===== src/rtl/core/mfv_pkg.sv =====
// shared types and constants for the block message frame validator
package mfv_pkg;

  localparam int LEN_BITS_DEFAULT = 32;

  localparam int REM_W = 24;
  localparam int IDX_W = 3;
  localparam int CFG_DATA_W = 24;

  localparam logic [REM_W-1:0] WORD_BYTES     = REM_W'(4);
  localparam logic [REM_W-1:0] PROPOSER_BYTES = REM_W'(32);
  localparam logic [REM_W-1:0] STAMP_BYTES    = REM_W'(8);
  localparam int PREFIX_BYTES = 6;

  localparam logic [7:0]  RST_EXP_VERSION      = 8'd1;
  localparam logic [7:0]  RST_EXP_BODY_VERSION = 8'd1;
  localparam logic [15:0] RST_HEADER_SIZE      = 16'd256;
  localparam logic [15:0] RST_CERT_MAX_LEN     = 16'd4096;
  localparam logic [15:0] RST_ENV_MAX_COUNT    = 16'd1024;
  localparam logic [23:0] RST_ENV_MAX_LEN      = 24'd65536;

  typedef enum logic [IDX_W-1:0] {
    REG_VERSION      = 3'd0,
    REG_BODY_VERSION = 3'd1,
    REG_HEADER_SIZE  = 3'd2,
    REG_CERT_MAX_LEN = 3'd3,
    REG_ENV_MAX_CNT  = 3'd4,
    REG_ENV_MAX_LEN  = 3'd5
  } cfg_reg_t;

  typedef enum logic [3:0] {
    ST_OK        = 4'd0,
    ST_TRUNCATED = 4'd1,
    ST_VERSION   = 4'd2,
    ST_BODY_VER  = 4'd3,
    ST_HDR_LEN   = 4'd4,
    ST_CERT_LEN  = 4'd5,
    ST_ENV_COUNT = 4'd6,
    ST_ENV_LEN   = 4'd7,
    ST_UNSUP     = 4'd8,
    ST_TRAILING  = 4'd9
  } status_t;

  typedef enum logic [3:0] {
    PH_VER   = 4'd0,
    PH_BVER  = 4'd1,
    PH_HLEN  = 4'd2,
    PH_HDR   = 4'd3,
    PH_CLEN  = 4'd4,
    PH_CERT  = 4'd5,
    PH_ECNT  = 4'd6,
    PH_ELEN  = 4'd7,
    PH_EBODY = 4'd8,
    PH_CLAIM = 4'd9,
    PH_POOL  = 4'd10,
    PH_PROP  = 4'd11,
    PH_STAMP = 4'd12,
    PH_DONE  = 4'd13
  } phase_t;

  typedef struct packed {
    logic [7:0]  exp_version;
    logic [7:0]  exp_body_version;
    logic [15:0] header_size;
    logic [15:0] cert_max_len;
    logic [15:0] env_max_count;
    logic [23:0] env_max_len;
  } cfg_t;

  typedef struct packed {
    logic [7:0] data_byte;
    logic       final_byte;
  } item_t;

  typedef struct packed {
    status_t     status;
    logic [15:0] cert_len;
    logic [15:0] envelope_total;
    logic [63:0] stamp;
    logic [31:0] bytes_used;
  } result_t;

endpackage


===== src/rtl/core/mfv_cfg_regs.sv =====
// configuration register file
module mfv_cfg_regs (
  input  logic                          clk,
  input  logic                          rst,
  input  logic                          cfg_valid,
  output logic                          cfg_ready,
  input  logic [mfv_pkg::IDX_W-1:0]     cfg_index,
  input  logic [mfv_pkg::CFG_DATA_W-1:0] cfg_data,
  output mfv_pkg::cfg_t                 cfg
);

  assign cfg_ready = 1'b1;

  always_ff @(posedge clk) begin
    if (rst) begin
      cfg.exp_version      <= mfv_pkg::RST_EXP_VERSION;
      cfg.exp_body_version <= mfv_pkg::RST_EXP_BODY_VERSION;
      cfg.header_size      <= mfv_pkg::RST_HEADER_SIZE;
      cfg.cert_max_len     <= mfv_pkg::RST_CERT_MAX_LEN;
      cfg.env_max_count    <= mfv_pkg::RST_ENV_MAX_COUNT;
      cfg.env_max_len      <= mfv_pkg::RST_ENV_MAX_LEN;
    end else if (cfg_valid && cfg_ready) begin
      unique case (mfv_pkg::cfg_reg_t'(cfg_index))
        mfv_pkg::REG_VERSION:      cfg.exp_version      <= cfg_data[7:0];
        mfv_pkg::REG_BODY_VERSION: cfg.exp_body_version <= cfg_data[7:0];
        mfv_pkg::REG_HEADER_SIZE:  cfg.header_size      <= cfg_data[15:0];
        mfv_pkg::REG_CERT_MAX_LEN: cfg.cert_max_len     <= cfg_data[15:0];
        mfv_pkg::REG_ENV_MAX_CNT:  cfg.env_max_count    <= cfg_data[15:0];
        mfv_pkg::REG_ENV_MAX_LEN:  cfg.env_max_len      <= cfg_data[23:0];
        default: ;
      endcase
    end
  end

endmodule


===== src/rtl/core/mfv_in_stage.sv =====
// input register for incoming message bytes
module mfv_in_stage (
  input  logic           clk,
  input  logic           rst,
  input  logic           item_valid,
  output logic           item_ready,
  input  logic [7:0]     data_byte,
  input  logic           final_byte,
  input  logic           advance,
  output logic           held_valid,
  output mfv_pkg::item_t held_item
);

  assign item_ready = !held_valid || advance;

  always_ff @(posedge clk) begin
    if (rst) begin
      held_valid <= 1'b0;
    end else if (item_ready) begin
      held_valid <= item_valid;
    end
  end

  always_ff @(posedge clk) begin
    if (item_valid && item_ready) begin
      held_item.data_byte  <= data_byte;
      held_item.final_byte <= final_byte;
    end
  end

endmodule


===== src/rtl/core/mfv_parser.sv =====
// layout walker: per-byte phase tracking, field assembly and checks
module mfv_parser #(
  parameter int LEN_BITS = mfv_pkg::LEN_BITS_DEFAULT
) (
  input  logic             clk,
  input  logic             rst,
  input  logic             step,
  input  mfv_pkg::item_t   item,
  input  mfv_pkg::cfg_t    cfg,
  output mfv_pkg::result_t result
);

  localparam int RW = mfv_pkg::REM_W;

  mfv_pkg::phase_t  phase, phase_next;
  logic [RW-1:0]    field_remaining, field_remaining_next;
  logic [63:0]      assembly_shift, assembly_shift_next;
  logic [15:0]      envelopes_left, envelopes_left_next;
  mfv_pkg::status_t first_error, first_error_next;
  logic [15:0]      held_cert_len, held_cert_len_next;
  logic [15:0]      held_env_count, held_env_count_next;
  logic [63:0]      held_stamp, held_stamp_next;
  logic [LEN_BITS-1:0] byte_total, byte_total_next;
  logic             claim_nonzero, claim_nonzero_next;

  logic [63:0]   shifted;
  logic [31:0]   word;
  logic [RW-1:0] rem_dec;
  logic          field_done;
  logic [15:0]   left_dec;
  logic [7:0]    b;

  assign b          = item.data_byte;
  assign shifted    = {assembly_shift[55:0], b};
  assign word       = shifted[31:0];
  assign rem_dec    = (field_remaining != '0) ? field_remaining - 1'b1 : field_remaining;
  assign field_done = (rem_dec == '0);
  assign left_dec   = (envelopes_left != '0) ? envelopes_left - 1'b1 : envelopes_left;

  // next state of the walk
  always_comb begin
    phase_next           = phase;
    field_remaining_next = field_remaining;
    assembly_shift_next  = assembly_shift;
    envelopes_left_next  = envelopes_left;
    first_error_next     = first_error;
    held_cert_len_next   = held_cert_len;
    held_env_count_next  = held_env_count;
    held_stamp_next      = held_stamp;
    claim_nonzero_next   = claim_nonzero;
    byte_total_next      = (byte_total != '1) ? byte_total + 1'b1 : byte_total;

    if (first_error == mfv_pkg::ST_OK) begin
      unique case (phase)
        mfv_pkg::PH_VER: begin
          if (b != cfg.exp_version) first_error_next = mfv_pkg::ST_VERSION;
          else phase_next = mfv_pkg::PH_BVER;
        end
        mfv_pkg::PH_BVER: begin
          if (b != cfg.exp_body_version) begin
            first_error_next = mfv_pkg::ST_BODY_VER;
          end else begin
            phase_next           = mfv_pkg::PH_HLEN;
            field_remaining_next = mfv_pkg::WORD_BYTES;
            assembly_shift_next  = '0;
          end
        end
        mfv_pkg::PH_HLEN: begin
          assembly_shift_next  = shifted;
          field_remaining_next = rem_dec;
          if (field_done) begin
            if (word != 32'(cfg.header_size)) begin
              first_error_next = mfv_pkg::ST_HDR_LEN;
            end else if (word == '0) begin
              phase_next           = mfv_pkg::PH_CLEN;
              field_remaining_next = mfv_pkg::WORD_BYTES;
              assembly_shift_next  = '0;
            end else begin
              phase_next           = mfv_pkg::PH_HDR;
              field_remaining_next = word[RW-1:0];
              assembly_shift_next  = '0;
            end
          end
        end
        mfv_pkg::PH_HDR: begin
          field_remaining_next = rem_dec;
          if (field_done) begin
            phase_next           = mfv_pkg::PH_CLEN;
            field_remaining_next = mfv_pkg::WORD_BYTES;
            assembly_shift_next  = '0;
          end
        end
        mfv_pkg::PH_CLEN: begin
          assembly_shift_next  = shifted;
          field_remaining_next = rem_dec;
          if (field_done) begin
            if (word == '0 || word > 32'(cfg.cert_max_len)) begin
              first_error_next = mfv_pkg::ST_CERT_LEN;
            end else begin
              held_cert_len_next   = word[15:0];
              phase_next           = mfv_pkg::PH_CERT;
              field_remaining_next = word[RW-1:0];
              assembly_shift_next  = '0;
            end
          end
        end
        mfv_pkg::PH_CERT: begin
          field_remaining_next = rem_dec;
          if (field_done) begin
            phase_next           = mfv_pkg::PH_ECNT;
            field_remaining_next = mfv_pkg::WORD_BYTES;
            assembly_shift_next  = '0;
          end
        end
        mfv_pkg::PH_ECNT: begin
          assembly_shift_next  = shifted;
          field_remaining_next = rem_dec;
          if (field_done) begin
            if (word > 32'(cfg.env_max_count)) begin
              first_error_next = mfv_pkg::ST_ENV_COUNT;
            end else begin
              held_env_count_next  = word[15:0];
              envelopes_left_next  = word[15:0];
              phase_next           = (word == '0) ? mfv_pkg::PH_CLAIM : mfv_pkg::PH_ELEN;
              field_remaining_next = mfv_pkg::WORD_BYTES;
              assembly_shift_next  = '0;
            end
          end
        end
        mfv_pkg::PH_ELEN: begin
          assembly_shift_next  = shifted;
          field_remaining_next = rem_dec;
          if (field_done) begin
            if (word == '0 || word > 32'(cfg.env_max_len)) begin
              first_error_next = mfv_pkg::ST_ENV_LEN;
            end else begin
              phase_next           = mfv_pkg::PH_EBODY;
              field_remaining_next = word[RW-1:0];
              assembly_shift_next  = '0;
            end
          end
        end
        mfv_pkg::PH_EBODY: begin
          field_remaining_next = rem_dec;
          if (field_done) begin
            envelopes_left_next  = left_dec;
            phase_next           = (left_dec == '0) ? mfv_pkg::PH_CLAIM : mfv_pkg::PH_ELEN;
            field_remaining_next = mfv_pkg::WORD_BYTES;
            assembly_shift_next  = '0;
          end
        end
        mfv_pkg::PH_CLAIM: begin
          assembly_shift_next  = shifted;
          field_remaining_next = rem_dec;
          if (field_done) begin
            claim_nonzero_next   = (word != '0);
            phase_next           = mfv_pkg::PH_POOL;
            field_remaining_next = mfv_pkg::WORD_BYTES;
            assembly_shift_next  = '0;
          end
        end
        mfv_pkg::PH_POOL: begin
          assembly_shift_next  = shifted;
          field_remaining_next = rem_dec;
          if (field_done) begin
            if (claim_nonzero || word != '0) begin
              first_error_next = mfv_pkg::ST_UNSUP;
            end else begin
              phase_next           = mfv_pkg::PH_PROP;
              field_remaining_next = mfv_pkg::PROPOSER_BYTES;
              assembly_shift_next  = '0;
            end
          end
        end
        mfv_pkg::PH_PROP: begin
          field_remaining_next = rem_dec;
          if (field_done) begin
            phase_next           = mfv_pkg::PH_STAMP;
            field_remaining_next = mfv_pkg::STAMP_BYTES;
            assembly_shift_next  = '0;
          end
        end
        mfv_pkg::PH_STAMP: begin
          assembly_shift_next  = shifted;
          field_remaining_next = rem_dec;
          if (field_done) begin
            held_stamp_next = shifted;
            phase_next      = mfv_pkg::PH_DONE;
          end
        end
        default: first_error_next = mfv_pkg::ST_TRAILING;
      endcase
    end
  end

  // result seen on the final byte
  always_comb begin
    if (byte_total_next < LEN_BITS'(mfv_pkg::PREFIX_BYTES)) begin
      result.status = mfv_pkg::ST_TRUNCATED;
    end else if (first_error_next != mfv_pkg::ST_OK) begin
      result.status = first_error_next;
    end else if (phase_next != mfv_pkg::PH_DONE) begin
      result.status = mfv_pkg::ST_TRUNCATED;
    end else begin
      result.status = mfv_pkg::ST_OK;
    end
    if (result.status == mfv_pkg::ST_OK) begin
      result.cert_len       = held_cert_len_next;
      result.envelope_total = held_env_count_next;
      result.stamp          = held_stamp_next;
      result.bytes_used     = 32'(byte_total_next);
    end else begin
      result.cert_len       = '0;
      result.envelope_total = '0;
      result.stamp          = '0;
      result.bytes_used     = '0;
    end
  end

  always_ff @(posedge clk) begin
    if (rst || (step && item.final_byte)) begin
      phase           <= mfv_pkg::PH_VER;
      field_remaining <= '0;
      assembly_shift  <= '0;
      envelopes_left  <= '0;
      first_error     <= mfv_pkg::ST_OK;
      held_cert_len   <= '0;
      held_env_count  <= '0;
      held_stamp      <= '0;
      byte_total      <= '0;
      claim_nonzero   <= 1'b0;
    end else if (step) begin
      phase           <= phase_next;
      field_remaining <= field_remaining_next;
      assembly_shift  <= assembly_shift_next;
      envelopes_left  <= envelopes_left_next;
      first_error     <= first_error_next;
      held_cert_len   <= held_cert_len_next;
      held_env_count  <= held_env_count_next;
      held_stamp      <= held_stamp_next;
      byte_total      <= byte_total_next;
      claim_nonzero   <= claim_nonzero_next;
    end
  end

endmodule


===== src/rtl/core/mfv_out_stage.sv =====
// result register toward the downstream channel
module mfv_out_stage (
  input  logic             clk,
  input  logic             rst,
  input  logic             load,
  input  mfv_pkg::result_t result_in,
  output logic             free,
  output logic             result_valid,
  input  logic             result_ready,
  output mfv_pkg::result_t result_out
);

  assign free = !result_valid || result_ready;

  always_ff @(posedge clk) begin
    if (rst) begin
      result_valid <= 1'b0;
    end else if (load) begin
      result_valid <= 1'b1;
    end else if (result_ready) begin
      result_valid <= 1'b0;
    end
  end

  always_ff @(posedge clk) begin
    if (load) begin
      result_out <= result_in;
    end
  end

endmodule


===== src/rtl/core/block_message_frame_validator_unit.sv =====
// top level of the block message frame validator
// Takes one message byte per beat, with final_byte set on the last one, and gives one
// result beat per message: a status and, when the status is ok, the certificate length,
// envelope count, timestamp and message length in bytes. Each byte passes an input
// register and then the field logic, so a byte can be taken in every cycle unless a final
// byte waits; a result is registered in the output register in the cycle after the final
// byte passes the field logic, so bytes keep flowing while it waits. A final byte waits
// in the input register only while the previous result is still held and not taken. The
// byte count is LEN_BITS wide and saturates. Configuration writes are taken at once and
// should be made between messages.
module block_message_frame_validator_unit #(
  parameter int LEN_BITS = mfv_pkg::LEN_BITS_DEFAULT
) (
  input  logic                           clk,
  input  logic                           rst,
  input  logic                           item_valid,
  output logic                           item_ready,
  input  logic [7:0]                     data_byte,
  input  logic                           final_byte,
  output logic                           result_valid,
  input  logic                           result_ready,
  output logic [3:0]                     status,
  output logic [15:0]                    cert_len,
  output logic [15:0]                    envelope_total,
  output logic [63:0]                    stamp,
  output logic [31:0]                    bytes_used,
  input  logic                           cfg_valid,
  output logic                           cfg_ready,
  input  logic [mfv_pkg::IDX_W-1:0]      cfg_index,
  input  logic [mfv_pkg::CFG_DATA_W-1:0] cfg_data
);

  mfv_pkg::cfg_t    cfg;
  mfv_pkg::item_t   held_item;
  mfv_pkg::result_t result_next;
  mfv_pkg::result_t result_q;
  logic             held_valid;
  logic             out_free;
  logic             step;

  assign step = held_valid && (!held_item.final_byte || out_free);

  mfv_cfg_regs u_cfg (
    .clk       (clk),
    .rst       (rst),
    .cfg_valid (cfg_valid),
    .cfg_ready (cfg_ready),
    .cfg_index (cfg_index),
    .cfg_data  (cfg_data),
    .cfg       (cfg)
  );

  mfv_in_stage u_in (
    .clk        (clk),
    .rst        (rst),
    .item_valid (item_valid),
    .item_ready (item_ready),
    .data_byte  (data_byte),
    .final_byte (final_byte),
    .advance    (step),
    .held_valid (held_valid),
    .held_item  (held_item)
  );

  mfv_parser #(
    .LEN_BITS (LEN_BITS)
  ) u_parser (
    .clk    (clk),
    .rst    (rst),
    .step   (step),
    .item   (held_item),
    .cfg    (cfg),
    .result (result_next)
  );

  mfv_out_stage u_out (
    .clk          (clk),
    .rst          (rst),
    .load         (step && held_item.final_byte),
    .result_in    (result_next),
    .free         (out_free),
    .result_valid (result_valid),
    .result_ready (result_ready),
    .result_out   (result_q)
  );

  assign status         = result_q.status;
  assign cert_len       = result_q.cert_len;
  assign envelope_total = result_q.envelope_total;
  assign stamp          = result_q.stamp;
  assign bytes_used     = result_q.bytes_used;

endmodule


===== config.mk =====
export PLATFORM = sky130hd
export DESIGN_NAME = block_message_frame_validator_unit
export DESIGN_NICKNAME = d
export VERILOG_FILES = /design/src/rtl/core/mfv_pkg.sv /design/src/rtl/core/mfv_cfg_regs.sv /design/src/rtl/core/mfv_in_stage.sv /design/src/rtl/core/mfv_parser.sv /design/src/rtl/core/mfv_out_stage.sv /design/src/rtl/core/block_message_frame_validator_unit.sv
export SDC_FILE = /design/constraint.sdc
export NUM_CORES = 1
export LEC_CHECK = 0
export BUFFER_PORTS_ARGS = -buffer_cell sky130_fd_sc_hd__buf_4
export CAP_MARGIN = 20
export CORE_MARGIN = 3
export CORE_UTILIZATION = 30
export CTS_BUF_LIST = sky130_fd_sc_hd__clkbuf_16
export CTS_CLUSTER_DIAMETER = 100
export DETAILED_ROUTE_END_ITERATION = 10
export SLEW_MARGIN = 20
export SYNTH_ARGS = -nofsm -noshare
export SYNTH_HDL_FRONTEND = slang
export SYNTH_HIERARCHICAL = 1
export SYNTH_SLANG_ARGS = --single-unit
export TNS_END_PERCENT = 30

===== constraint.sdc =====
create_clock -name clk -period 9.2 [get_ports clk]
set_input_delay 0.92 -clock clk [delete_from_list [all_inputs] [get_ports clk]]
set_output_delay 0.92 -clock clk [all_outputs]
set_load 0.01 [all_outputs]

==> summary.md, run 1 <==
| Metric | Value |
|---|---|
| Via Count | 19512 |
| Height of the die | 289.4 um |
| # Post-CTS Setup Buffers | 0 |
| Seq. cell area | 10700 sq um |
| Hold Crit Class | flop to flop |
| Final worst slack | 3.633 ns |
| Setup CP Type | flop to flop |
| GRT Residual Overflow | 0 |
| Synth unique cells | 95 |
| First-pass GRT wire length | 110.5 mm |
| Filler cells | 8049 |
| Drt initial violations | 1567 |
| Antenna diodes | 0 |
| RR Startpoint | u_parser/field_remaining[0]$_SDFFE_PP0P_ |
| Met1 Usage GRT | 0.2238 |
| Post-Syn Nets | 2695 |
| Slew Limit Headroom | 0.2923 |
| DRC Markers | 0 |
| Root Buffer | clkbuf_16 |
| Post-synth ARST share | 0 |
| Dpl ws | 3.702 ns |
| PostCTS Resize Cnt | 0 |
| Hold Violations, Final | 0 |
| Grt met2 use | 0.2784 |
| Post-DP HPWL | 48.10 mm |
| Clock Tree Buf Depth | 3 |
| GR Util met3 | 0.02234 |
| Final worst path period need | 5.567 ns |
| Yosys warnings | 6 |
| Status | completed |
| Worst Reg-to-Reg Cells | 15 |
| Gpl congestion | 0.9472 |
| Worst-case hold slack | 0.4484 ns |
| GRT Total Usage | 0.1663 |
| Max H-tree Level | 2 |
| Port Buffers | 174 |
| Worst reg2reg path endpoint | u_out/result_out[58]$_DFFE_PP_ |
| Main synth FF type | dfxtp_1 |
| Skew-Pair Late Insertion Delay | 0.63 ns |
| Setup TNS | 0 ns |
| Slew Viols, Final | 0 |
| Setup violations, final | 0 |
| CTS tree | yes |
| Clock Skews | 0.04770 ns |
| Largest net degree at the start of global routing | 92 |
| Number of global-route vias before repair | 18358 |
| Worst Hold Path EP | u_parser/held_cert_len[1]$_SDFFE_PP0P_ |
| Seq cells post-synth | 464 |
| Post-DRT Antenna Nets | 0 |
| Layout Cells excl Fill | 3760 |
| Placed Cells | 3661 |
| Fmax | 179.6 MHz |
| Hold path cells | 2 |
| Hold-fix buffers at CTS | 0 |
| CP Capture Type | flop |
| Worst VDD drop | 0.1407 mV |
| Seq/Total Area, Yosys | 0.4441 |
| Post-synth EDFFs | 141 |
| Post-DP Area | 26220 sq um |
| Pwr Density | 167.6 nW/um^2 |
| Die ar. | 83760 sq um |
| Cells after synthesis | 2594 |
| CP required | 9.54 ns |
| Hold_sp | u_parser/held_cert_len[1]$_SDFFE_PP0P_ |
| DIE WIDTH | 289.4 um |
| Site row count | 103 |
| R2R Setup Slk | 3.63 ns |
| Vias per cell | 5.189 |
| Yosys top cell area share | 0.2684 |
| Core area | 79260 sq um |
| CP Launch Type | flop |
| Unrepaired setup endpoints after global routing | false |
| Share of cells above drive strength 1 | 0.1509 |
| CTS sink cnt | 464 |
| I/O pins | 176 |
| Worst-Margin Slew | 1.062 ns |
| Max cap viols | 0 |
| Effective utilization at floorplan | 0.3040 |
| Top post-synthesis cells by area | dfxtp_1 27%, edfxtp_1 18%, mux2i_1 7.4%, nand2_1 5.0%, a21oi_1 3.9% |
| Critical-path maximum fanout | 66 |
| Yosys top cell by area | dfxtp_1 |
| Drt total wl | 72.06 mm |
| Layout Utilization | 0.3533 |
| Wire per inst | 19.16 um |
| TritonCTS Buffers | 52 |
| Avg Synthesized Cell Area | 9.289 sq um |
| Initial DRT Pass Iterations | 5 |
| CTS clk-pin slew, worst paths | 0.06 ns |
| Multi-input logic area | 12240 sq um |
| Fin nets | 2767 |
| Design Area, Final | 28000 sq um |
| Mapped cell area | 24100 sq um |
| Leakage | 10.17 nW |
| Crit path DAT | 5.90 ns |
| Total power | 4.693 mW |
| Area growth syn-to-layout | 16.22% |
| GR peak layer | met2 |
| Tcrit/Tclk final | 0.6051 |
| Initial antenna violation count | 0 |
| Synth cell count leaders | 323 x dfxtp_1, 323 x nand2_1, 186 x a21oi_1 |
[final cells by class]
class / instances / area share
timing repair buffer: 224 / 0.06032
clock buffer: 57 / 0.05094
inverter: 77 / 0.01032
clock inverter: 41 / 0.01242
multi-input combinational: 1847 / 0.4370
tap: 1050 / 0.04691
sequential: 464 / 0.3821
[worst max path at each step]
stage,from,end,depth (start not counted)
5_1_grt,u_parser/field_remaining[0]$_SDFFE_PP0P_,u_out/result_out[54]$_DFFE_PP_,15
2_1_floorplan,u_parser/byte_total[0]$_SDFFE_PP0P_,u_out/result_out[58]$_DFFE_PP_,14
6_report,u_parser/field_remaining[0]$_SDFFE_PP0P_,u_out/result_out[58]$_DFFE_PP_,15
3_3_place_gp,u_parser/field_remaining[0]$_SDFFE_PP0P_,u_out/result_out[61]$_DFFE_PP_,15
3_5_place_dp,u_parser/field_remaining[0]$_SDFFE_PP0P_,u_out/result_out[57]$_DFFE_PP_,15
4_1_cts,u_parser/field_remaining[0]$_SDFFE_PP0P_,u_out/result_out[58]$_DFFE_PP_,15
[cells by family after synthesis]
kind of cell,synth area share
simple gates,0.2272
compound gates,0.1298
flops,0.4441
buf+inv,0.05162
mux,0.08147
xor+xnor,0.03453
fa+ha+maj,0.03116
other cells,0.0001556
[layout by cell type (no fill, tap or decap), types with 7 or more instances in the layout]
master,n
edfxtp_1,141
clkinv_1,12
dfxtp_1,323
xnor2_1,36
a31oi_1,19
or3_1,18
mux2_2,17
nor2_1,136
nor4_1,102
a211oi_1,15
nand2_1,322
o21a_1,7
mux2i_1,177
clkinv_2,10
inv_1,81
o31ai_1,8
o211ai_1,13
a22oi_1,16
nand3_1,63
and4_1,7
a22o_1,56
clkbuf_16,57
or4_1,12
nor3_1,74
nand2b_1,121
ha_1,60
nand4_1,38
buf_4,223
o21ai_0,62
and3_1,15
a21o_1,8
o22ai_1,7
xor2_1,59
nor4_2,31
nor2b_1,13
a21oi_1,186
and2_1,11
or2_2,12
nor3b_1,8
[sequential cells by signal, indices dropped and copies added, names as in the netlist]
register,cells
u_cfg/cfg,88
u_in/held_item,9
u_in/held_valid,1
u_out/result_out,132
u_out/result_valid,1
u_parser/assembly_shift,56
u_parser/byte_total,32
u_parser/claim_nonzero,1
u_parser/envelopes_left,16
u_parser/field_remaining,24
u_parser/first_error,4
u_parser/held_cert_len,16
u_parser/held_env_count,16
u_parser/held_stamp,64
u_parser/phase,4
[worst max-delay path: stages (launching register included)]
cell and delay (ns):
dfxtp_1 0.34, inv_1 0.14, ha_1 0.28, nor3b_1 0.58
nand3_1 0.24, o41ai_2 0.34, nand4_1 0.23, a2111oi_4 0.35
buf_4 0.31, a31oi_1 0.15, a211oi_1 0.45, a211oi_2 0.17
o211ai_4 0.09, buf_4 0.56, buf_4 0.73, nor4_1 0.17
[where the power goes]
part | internal, mW | total, mW | switching [mW]
sequential | 2.15 | 2.17 | 0.0216
combinational | 0.131 | 0.389 | 0.259
clock | 1.24 | 2.14 | 0.898
total | 3.51 | 4.69 | 1.18
[per-layer routing]
layer / up-vias / routed length (um)
met2: 456 / 34240
met5: - / 0
met1: 9403 / 32740
met3: 114 / 3225
met4: 0 / 1858
li1: 9539 / -
(Power assumes the default switching activity.)
==> inputs of run 2 (changes only) <==
Clock period 9.2 ns to 5.8 ns, I/O delays scaled along.
==> run 2 against run 1 <==
- final cell count is 0.21% higher
- design area is 0.12% higher
- combinational power is 59% higher
- first-iteration DRC count hardly changed
- die area stayed put
- worst setup slack worse by 2.7 ns
- total power is 54% higher
- largest cell class unchanged
- highest routed layer unchanged
==> summary.md, run 2 (synthesized netlist as in run 1, its figures left out) <==
| Metric | Value |
|---|---|
| CTS tree | yes (unchanged) |
| Post-DP HPWL | 49.05 mm (was 48.10 mm) |
| Biggest register | u_out/result_out (unchanged) |
| Hold Violations, Final | 0 (unchanged) |
| Final worst path period need | 4.902 ns (was 5.567 ns) |
| Site row count | 103 (unchanged) |
| Hold-fix buffers at CTS | 0 (unchanged) |
| CP required | 6.14 ns (was 9.54 ns) |
| Skew-Pair Late Insertion Delay | 0.63 ns (about the same) |
| PostCTS Resize Cnt | 0 (unchanged) |
| # Post-CTS Setup Buffers | 0 (unchanged) |
| Post-DRT Antenna Nets | 0 (unchanged) |
| Clock Skews | 0.05819 ns (was 0.04770 ns) |
| Leakage | 10.23 nW (was 10.17 nW) |
| Hold Crit Class | primary input to flop (was flop to flop) |
| DRC Markers | 0 (unchanged) |
| Tcrit/Tclk final | 0.8452 (was 0.6051) |
| Height of the die | 289.4 um (unchanged) |
| CTS clk-pin slew, worst paths | 0.06 ns (about the same) |
| Fin nets | 2775 (was 2767) |
| Slew Limit Headroom | 0.3250 (was 0.2923) |
| Largest net degree at the start of global routing | 109 (was 92) |
| Antenna diodes | 0 (unchanged) |
| Port Buffers | 174 (unchanged) |
| Vias per cell | 5.228 (was 5.189) |
| Top flop regs | u_out/result_out (132), u_cfg/cfg (88), u_parser/held_stamp (64) (unchanged) |
| Core area | 79260 sq um (unchanged) |
| Total power | 7.246 mW (was 4.693 mW) |
| Gpl congestion | 0.9377 (was 0.9472) |
| Setup violations, final | 0 (unchanged) |
| Initial DRT Pass Iterations | 6 (was 5) |
| First-pass GRT wire length | 111.3 mm (was 110.5 mm) |
| Unrepaired setup endpoints after global routing | false (unchanged) |
| Status | completed (unchanged) |
| Max H-tree Level | 2 (unchanged) |
| Area growth syn-to-layout | 16.35% (was 16.22%) |
| Placed Cells | 3670 (was 3661) |
| Drt initial violations | 1566 (was 1567) |
| Die ar. | 83760 sq um (unchanged) |
| Max reg flops | 132 (unchanged) |
| Fmax | 204.0 MHz (was 179.6 MHz) |
| CTS sink cnt | 464 (unchanged) |
| GRT Total Usage | 0.1677 (was 0.1663) |
| Via Count | 19699 (was 19512) |
| Effective utilization at floorplan | 0.3040 (unchanged) |
| Drt total wl | 72.08 mm (was 72.06 mm) |
| Pwr Density | 258.5 nW/um^2 (was 167.6 nW/um^2) |
| Initial antenna violation count | 0 (unchanged) |
| Commonest non-fill, non-tap cell in the layout | dfxtp_1 (unchanged) |
| Layout Cells excl Fill | 3768 (was 3760) |
| Wire per inst | 19.13 um (was 19.16 um) |
| Number of global-route vias before repair | 18653 (was 18358) |
| Root Buffer | clkbuf_16 (unchanged) |
| Setup TNS | 0 ns (unchanged) |
| Max cap viols | 0 (unchanged) |
| Clock Tree Buf Depth | 3 (unchanged) |
| CP Capture Type | flop (unchanged) |
| Most frequent cells in the layout | 323 x dfxtp_1, 322 x nand2_1, 225 x buf_4 (was 323 x dfxtp_1, 322 x nand2_1, 223 x buf_4) |
| I/O pins | 176 (unchanged) |
| Share of cells above drive strength 1 | 0.1508 (was 0.1509) |
| GRT Residual Overflow | 0 (unchanged) |
| Slew Viols, Final | 0 (unchanged) |
| Worst-Margin Slew | 1.013 ns (was 1.062 ns) |
| Crit path DAT | 5.24 ns (was 5.90 ns) |
| CP Launch Type | flop (unchanged) |
| DIE WIDTH | 289.4 um (unchanged) |
| Setup CP Type | flop to flop (unchanged) |
| Layout Utilization | 0.3537 (was 0.3533) |
| Worst VDD drop | 0.2007 mV (was 0.1407 mV) |
| Critical-path maximum fanout | 65 (was 66) |
| TritonCTS Buffers | 52 (unchanged) |
-- run 2: changes by cell type in the layout (fill, tap and decap cells not counted), moves of 3 or more --
cell and change:
inv_1 +11, clkinv_1 -4, buf_12 +7, bufinv_16 -3
-- run 2: layout make-up --
cell class	instances	area, sq um
Clock inverter	43	290.3
Fill cell	8073	51220
Sequential cell	464	10700
Inverter	77	289.0
Timing Repair Buffer	232	1829
Clock buffer	55	1376
Multi-Input combinational cell	1847	12240
Tap cell	1050	1314
-- run 2: worst paths after layout --
kind	startpoint	endpoint	slack, ns	depth (start not counted)
max	u_parser/assembly_shift[16]$_SDFFE_PP0P_	u_out/result_out[52]$_DFFE_PP_	0.90	11
min	data_byte[2]	u_in/held_item[3]$_DFFE_PP_	0.14	1
max reg2reg	u_parser/assembly_shift[16]$_SDFFE_PP0P_	u_out/result_out[52]$_DFFE_PP_	0.90	11
min reg2reg	u_parser/held_stamp[38]$_SDFFE_PP0P_	u_parser/held_stamp[38]$_SDFFE_PP0P_	0.45	2
-- run 2: metal layers --
layer,track usage,share of wire,vias up
li1,-,-,9536
met1,0.2274,0.45,9515
met2,0.2799,0.48,539
met3,0.02014,0.050,109
met4,0.04889,0.027,0
met5,0,0,-
-- run 2: power by group --
group | internal [mW] | total [mW] | switching (mW) | leakage (nW)
sequential | 3.40 | 3.44 | 0.0379 | 3.78
combinational | 0.212 | 0.620 | 0.407 | 5.57
clock | 1.78 | 3.18 | 1.41 | 0.883
-- run 2: stage by stage --
stage	cell area, sq um	setup slack [ns]	hold slack, ns
6_report	28040	0.8978	0.1368
5_1_grt	28040	0.5842	0.1152
4_1_cts	28040	0.9747	0.09867
3_5_place_dp	26370	0.9825	0.4423
3_3_place_gp	26370	1.012	0.4352
2_1_floorplan	24100	1.896	0.4284
-- run 2: worst max-delay path, stage by stage, from the launching register on --
cell	delay [ns]
dfxtp_1	0.34
nor4_1	0.80
nand4_1	0.22
buf_4	0.24
or2_2	0.39
a21o_1	0.18
a31oi_1	0.33
o21ai_0	0.12
o21ai_0	0.37
or3b_4	0.62
buf_4	0.74
nor4_1	0.12
==> inputs of run 3 (changes only) <==
Clock period 5.8 ns to 5.1 ns, I/O delays scaled along.
==> run 3 against run 2 <==
- hold slack lost 0.096 ns
- register-to-register slack lost 0.50 ns
- sequential share of layout area shrank 0.68 points
- fmax grew 4.4%
- final cell count grew 0.69%
- largest cell class unchanged
- sequential cell count is the same
- first-iteration DRC count shrank 8.0%
- clock skew grew 0.028 ns
==> summary.md, run 3 (synthesized netlist as in run 1, its figures left out) <==
| Metric | Value |
|---|---|
| Root Buffer | clkbuf_16 (unchanged) |
| CTS clk-pin slew, worst paths | 0.06 ns (about the same) |
| Layout Cells excl Fill | 3794 (was 3768) |
| Final worst path period need | 4.698 ns (was 4.902 ns) |
| # Post-CTS Setup Buffers | 0 (unchanged) |
| Top flop regs | u_out/result_out (132), u_cfg/cfg (88), u_parser/held_stamp (64) (unchanged) |
| Initial antenna violation count | 0 (unchanged) |
| Crit path DAT | 5.08 ns (was 5.24 ns) |
| CTS tree | yes (unchanged) |
| Tcrit/Tclk final | 0.9211 (was 0.8452) |
| GRT Total Usage | 0.1685 (was 0.1677) |
| Site row count | 103 (unchanged) |
| Effective utilization at floorplan | 0.3040 (unchanged) |
| Max cap viols | 0 (unchanged) |
| Biggest register | u_out/result_out (unchanged) |
| Unrepaired setup endpoints after global routing | false (unchanged) |
| Gpl congestion | 0.9371 (was 0.9377) |
| Number of global-route vias before repair | 18886 (was 18653) |
| I/O pins | 176 (unchanged) |
| Worst VDD drop | 0.3158 mV (was 0.2007 mV) |
| Design Area, Final | 28540 sq um (was 28040 sq um) |
| DRC Markers | 0 (unchanged) |
| Skew-Pair Late Insertion Delay | 0.65 ns (was 0.63 ns) |
| Layout Utilization | 0.3601 (was 0.3537) |
| Fmax | 212.9 MHz (was 204.0 MHz) |
| PostCTS Resize Cnt | 0 (unchanged) |
| CP required | 5.48 ns (was 6.14 ns) |
| Clock Tree Buf Depth | 3 (unchanged) |
| Status | completed (unchanged) |
| DIE WIDTH | 289.4 um (unchanged) |
| Max H-tree Level | 2 (unchanged) |
| Fin nets | 2798 (was 2775) |
| Wire per inst | 19.04 um (was 19.13 um) |
| Antenna diodes | 0 (unchanged) |
| Post-DP HPWL | 49.30 mm (was 49.05 mm) |
| TritonCTS Buffers | 55 (was 52) |
| Core area | 79260 sq um (unchanged) |
| Setup CP Type | flop to flop (unchanged) |
| Drt initial violations | 1440 (was 1566) |
| Clock Skews | 0.08616 ns (was 0.05819 ns) |
| Most frequent cells in the layout | 323 x dfxtp_1, 322 x nand2_1, 240 x buf_4 (was 323 x dfxtp_1, 322 x nand2_1, 225 x buf_4) |
| Initial DRT Pass Iterations | 5 (was 6) |
| CP Launch Type | flop (unchanged) |
| Pwr Density | 309.6 nW/um^2 (was 258.5 nW/um^2) |
| Via Count | 19680 (was 19699) |
| Worst-Margin Slew | 0.9520 ns (was 1.013 ns) |
| First-pass GRT wire length | 112.1 mm (was 111.3 mm) |
| Critical-path maximum fanout | 65 (unchanged) |
| Setup violations, final | 0 (unchanged) |
| Area growth syn-to-layout | 18.45% (was 16.35%) |
| Hold Crit Class | primary input to flop (unchanged) |
| Height of the die | 289.4 um (unchanged) |
| Placed Cells | 3690 (was 3670) |
| Slew Limit Headroom | 0.3654 (was 0.3250) |
| Share of cells above drive strength 1 | 0.1589 (was 0.1508) |
| CTS sink cnt | 464 (unchanged) |
| Max reg flops | 132 (unchanged) |
| Slew Viols, Final | 0 (unchanged) |
| Drt total wl | 72.24 mm (was 72.08 mm) |
| Hold Violations, Final | 0 (unchanged) |
| Leakage | 10.45 nW (was 10.23 nW) |
| Port Buffers | 174 (unchanged) |
| GRT Residual Overflow | 0 (unchanged) |
| Post-DP Area | 26580 sq um (was 26370 sq um) |
| Die ar. | 83760 sq um (unchanged) |
| Largest net degree at the start of global routing | 115 (was 109) |
| Post-DRT Antenna Nets | 0 (unchanged) |
| CP Capture Type | flop (unchanged) |
| Hold-fix buffers at CTS | 0 (unchanged) |
| Setup TNS | 0 ns (unchanged) |
| Vias per cell | 5.187 (was 5.228) |
| Commonest non-fill, non-tap cell in the layout | dfxtp_1 (unchanged) |
| Worst-case hold slack | 0.04099 ns (was 0.1368 ns) |
[run 3: cell types whose count changed in the layout (fill, tap and decap cells not counted), sizes merged]
cell	before	now
buf	232	252
inv	99	87
bufinv	1	9
clkinv	20	26
clkbuf	55	58
clkinvlp	0	1
[run 3: worst paths after layout]
kind | start | to | slack [ns] | depth (start not counted)
max | u_parser/byte_total[0]$_SDFFE_PP0P_ | u_out/result_out[57]$_DFFE_PP_ | 0.40 | 12
max reg2reg | u_parser/byte_total[0]$_SDFFE_PP0P_ | u_out/result_out[57]$_DFFE_PP_ | 0.40 | 12
min reg2reg | u_parser/held_cert_len[12]$_SDFFE_PP0P_ | u_parser/held_cert_len[12]$_SDFFE_PP0P_ | 0.45 | 2
min | data_byte[2] | u_in/held_item[3]$_DFFE_PP_ | 0.04 | 1
[run 3: per-stage QoR]
stage / total power, mW / setup slack, ns
after floorplan: 4.413 / 1.196
after global placement: 4.723 / 0.6065
after detailed placement: 4.725 / 0.4334
after CTS: 8.927 / 0.4083
after global routing: 9.152 / 0.01756
final: 8.837 / 0.4023
[run 3: layout make-up]
class | instances | area (sq um)
Timing Repair Buffer | 252 | 2042
Multi-Input combinational cell | 1847 | 12240
Fill cell | 8067 | 50710
Clock buffer | 58 | 1451
Tap cell | 1050 | 1314
Sequential cell | 464 | 10700
Clock inverter | 46 | 509.2
Inverter | 77 | 289.0
[run 3: power by group]
| part | total, mW | internal, mW | switching (mW) |
|---|---|---|---|
| combinational | 0.722 | 0.258 | 0.464 |
| sequential | 3.92 | 3.87 | 0.0533 |
| clock | 4.19 | 2.53 | 1.66 |
[run 3: layer usage]
layer	global-route usage	part of all wire	vias up
li1	-	-	9564
met5	0	0	-
met4	0.06615	0.037	0
met1	0.2220	0.44	9427
met3	0.02140	0.051	127
met2	0.2804	0.47	562
[run 3: critical path, cell delays in order (launching register included)]
cell	delay, ns
dfxtp_1	0.44
ha_1	0.31
and3_1	0.30
nand3_1	0.33
nor3_1	0.43
nor3b_1	0.25
mux2_2	0.38
or4_1	0.57
nor4_4	0.46
a211oi_2	0.12
o211ai_4	0.28
buf_12	0.37
nor4_1	0.12
